==> src/sv/psrm_ram.sv <==
// ----------------------------------------------------------------------------
// psrm_ram: generic simple dual-port RAM
// One write port and one read port, read data registered.
// ----------------------------------------------------------------------------
module psrm_ram #(
    parameter int WIDTH = 8,
    parameter int DEPTH = 16
) (
    input  logic                     i_clk,
    input  logic                     i_wr_en,
    input  logic [$clog2(DEPTH)-1:0] i_wr_addr,
    input  logic [WIDTH-1:0]         i_wr_data,
    input  logic [$clog2(DEPTH)-1:0] i_rd_addr,
    output logic [WIDTH-1:0]         o_rd_data
);

    logic [WIDTH-1:0] r_mem [DEPTH];
    logic [WIDTH-1:0] r_rd_data;

    // Write port.
    always_ff @(posedge i_clk) begin
        if (i_wr_en) begin
            r_mem[i_wr_addr] <= i_wr_data;
        end
    end

    // Registered read port.
    always_ff @(posedge i_clk) begin
        r_rd_data <= r_mem[i_rd_addr];
    end

    assign o_rd_data = r_rd_data;

endmodule

==> config.mk <==
export PLATFORM = sky130hd
export DESIGN_NAME = psrm_ram
export DESIGN_NICKNAME = d
export VERILOG_FILES = /design/src/sv/psrm_ram.sv
export SDC_FILE = /design/constraint.sdc
export NUM_CORES = 1
export LEC_CHECK = 0
export ABC_AREA = 1
export BUFFER_PORTS_ARGS = -buffer_cell sky130_fd_sc_hd__buf_2
export CORE_MARGIN = 2
export CORE_UTILIZATION = 60
export CTS_CLUSTER_DIAMETER = 200
export DETAILED_ROUTE_END_ITERATION = 12
export PLACE_DENSITY_LB_ADDON = 0.05
export SYNTH_ARGS = -nofsm -noshare
export SYNTH_HDL_FRONTEND = slang
export SYNTH_SLANG_ARGS = --single-unit
==> constraint.sdc <==
create_clock -name i_clk -period 1.5 [get_ports i_clk]
set_input_delay 0.3 -clock i_clk [delete_from_list [all_inputs] [get_ports i_clk]]
set_output_delay 0.3 -clock i_clk [all_outputs]
set_load 0.01 [all_outputs]
==> flow_metrics.py <==
metrics = {
    "drt": {
        "vias_per_cell": 5.23,
        "remaining_drc_errors": 0,
        "dr.pass1.iters": 4,
        "drt_wl_total_um": 12300,
        "drt_iter0_drc": 262,
        "via_count": 3854,
        "ant_nets": 0,
        "wire_per_inst_um": 16.7,
    },
    "clocking": {
        "cts_inserted_buffers": 17,
        "cts_tree": "built",
        "clkTransAtPathRegs_ns": 0.06,
        "clockBufferDepth": 2,
        "cts_setup_buffers": 0,
        "clkLatencyLatePin_ns": 0.52,
        "post_cts_resized": 0,
        "root_buffer": "clkbuf_8",
        "cts_sinks": 136,
        "htree_levels": 4,
        "ctsHoldBuffers": 0,
    },
    "power_and_ir_drop": {
        "ir_drop_mv": 0.743,
        "leakagePower_uw": 0.00291,
        "power_density_nw_per_um2": 1290,
    },
    "timing": {
        "worst_slack_ns": 0.201,
        "fmax_ghz": 0.770,
        "fin_tns_setup_ns": 0,
        "fin_skew_ns": 0.00884,
        "finalHoldViolCount": 0,
        "worstMarginPinSlew_ns": 0.367,
        "rsz0062_at_grt": "false",
        "setup_violations": 0,
        "fin_crit_ns": 1.30,
        "post-route-period-util_pct": 86.6,
        "slew_headroom_pct": 75.5,
        "drv_slew": 0,
    },
    "die": {
        "fp.dieArea_sq_um": 10400,
        "row_count": 35,
        "dieWidth_um": 102,
        "die_height_um": 102,
        "io_pins": 26,
        "start_util_pct": 62.1,
        "core_area_sq_um": 9280,
    },
    "worst_hold_path": {
        "min_from": "i_rd_addr[3]",
        "hold_path_end": "o_rd_data[6]",
        "worstHoldPathCells": 3,
        "hp-class": "primary input to flip-flop",
    },
    "global_route": {
        "grt_pass1_wl_um": 19700,
        "gr-total-overflow": 0,
        "grt_usage_pct": 26.6,
        "grt_pass1_vias": 3750,
        "antenna_found_initial": 0,
        "grt_max_degree": 65,
    },
    "setup_path": {
        "cp_max_fo": 1,
        "crit_path_cell_trace": "buf_2",
        "rr_worst_depth": 6,
        "critPathLaunchType": "flip-flop",
        "arrival_ns": 1.00,
        "worstReg2RegEnd": "o_rd_data[3]",
        "r2r-start": "r_mem[4][3]",
        "crit_family": "flip-flops",
        "crit_buf_inv": 1,
        "r2r_setup_slack_ns": 0.43,
        "end_kind": "output port",
        "path_class": "flip-flop to output port",
        "worst_path_max_delay_cell": "dfxtp_1",
        "crit_required_ns": 1.20,
        "slowest_delay_ns": 0.34,
    },
    "yosys": {
        "synth_ff_type": "edfxtp_1",
        "synth.avg_cell_area_sq_um": 10.5,
        "yosys_warnings": 0,
        "synthTopCellsByArea": "edfxtp_1, nand2_1, nand3_1",
        "postSynth.asyncResetShare_pct": 0,
        "yosysSeqAreaShare_pct": 69.4,
        "synth_area_sq_um": 5770,
        "ys_types": 12,
        "yosysTopAreaCellShare_pct": 66.7,
        "syn_inst": 551,
        "synth-seq-cells": 136,
        "yosysTopAreaCell": "edfxtp_1",
        "yosysMostFrequentCell": "nand2_1",
        "synth_nets": 569,
        "synth_edf_count": 128,
        "synth_commonest_cells": "nand2_1, edfxtp_1, inv_1, nand3_1, nor2_1",
    },
    "run_status": {
        "status": "finished, final reports clean",
    },
    "cells_and_area": {
        "diodes": 0,
        "fin_util_pct": 71.8,
        "final_layout_size_suffix_gt1_share_pct": 13.3,
        "multiInputGateArea_sq_um": 1210,
        "syn_to_final_growth_pct": 15.5,
        "seqCellArea_sq_um": 4000,
        "nFillCells": 698,
        "num-nets-final": 613,
    },
    "placement": {
        "place_hpwl_um": 7350,
        "dpl_worst_slack_ns": 0.112,
        "place_congestion": 0.810,
        "port_buffers": 25,
    },
    "job": {
        "max-cap-violations": 0,
    },
}
-- state kept, by name, indices dropped and copies added, names as in the netlist --
name,flops
r_mem,128
o_rd_data,8
-- layout by cell type, fill, tap and decap left out --
| cell | instances |
|---|---|
| nand2_1 | 173 |
| edfxtp_1 | 128 |
| inv_1 | 100 |
| nand3_1 | 97 |
| buf_2 | 25 |
| buf_4 | 20 |
| nor2_1 | 17 |
| clkbuf_16 | 16 |
| dfxtp_1 | 8 |
| clkinvlp_4 | 4 |
| buf_12 | 4 |
| clkinv_4 | 3 |
| inv_6 | 3 |
| inv_2 | 2 |
| nand3b_1 | 2 |
| clkinv_2 | 2 |
| clkbuf_1 | 2 |
| clkbuf_8 | 1 |
| bufinv_16 | 1 |
-- through the flow --
step | cells | area (sq um) | hold WS, ns | total power, uW
3_3_place_gp | 705 | 6120 | 0.633 | 4870
3_5_place_dp | 705 | 6120 | 0.645 | 4890
5_1_grt | 737 | 6660 | 0.148 | 8850
2_1_floorplan | 551 | 5770 | 0.399 | 4660
6_report | 737 | 6660 | 0.147 | 8590
4_1_cts | 737 | 6660 | 0.122 | 8640
-- final cells by class --
type                            count  share of cell area (%)
Multi-Input combinational cell    289                    18.2
Timing Repair Buffer               49                    5.33
Clock buffer                       19                    6.33
Tap cell                          129                    2.42
Sequential cell                   136                    60.1
Inverter                          102                    5.75
Clock inverter                     13                    1.84
-- cells by family after synthesis --
kind of cell | synth area share (%)
and+or+nand+nor | 21.0
buffers and inverters | 9.52
DFF | 69.4
-- how the worst max path moves through the flow --
stage	cells past startpoint	end	slack, ns	startpoint
after detailed placement	7	o_rd_data[6]	0.11	i_rd_addr[0]
after CTS	1	o_rd_data[1]	0.16	o_rd_data[1]
after global placement	7	o_rd_data[5]	0.14	i_rd_addr[0]
after global routing	1	o_rd_data[1]	0.15	o_rd_data[1]
after floorplan	2	r_mem[10][0]	0.25	i_wr_addr[2]
final	1	o_rd_data[1]	0.20	o_rd_data[1]
-- power breakdown --
part           internal (uW)  switching [uW]  total [uW]
clock                   2210            1570        3780
sequential              4250            22.1        4270
combinational            168             370         538
-- routing by layer --
metal	vias to the layer above	track usage [%]	wire, um
li1	1864	-	-
met1	1807	36.0	5040
met2	162	42.4	6030
met3	21	4.92	925
met4	0	12.4	280
met5	-	0	0
(Power assumes the default switching activity.)
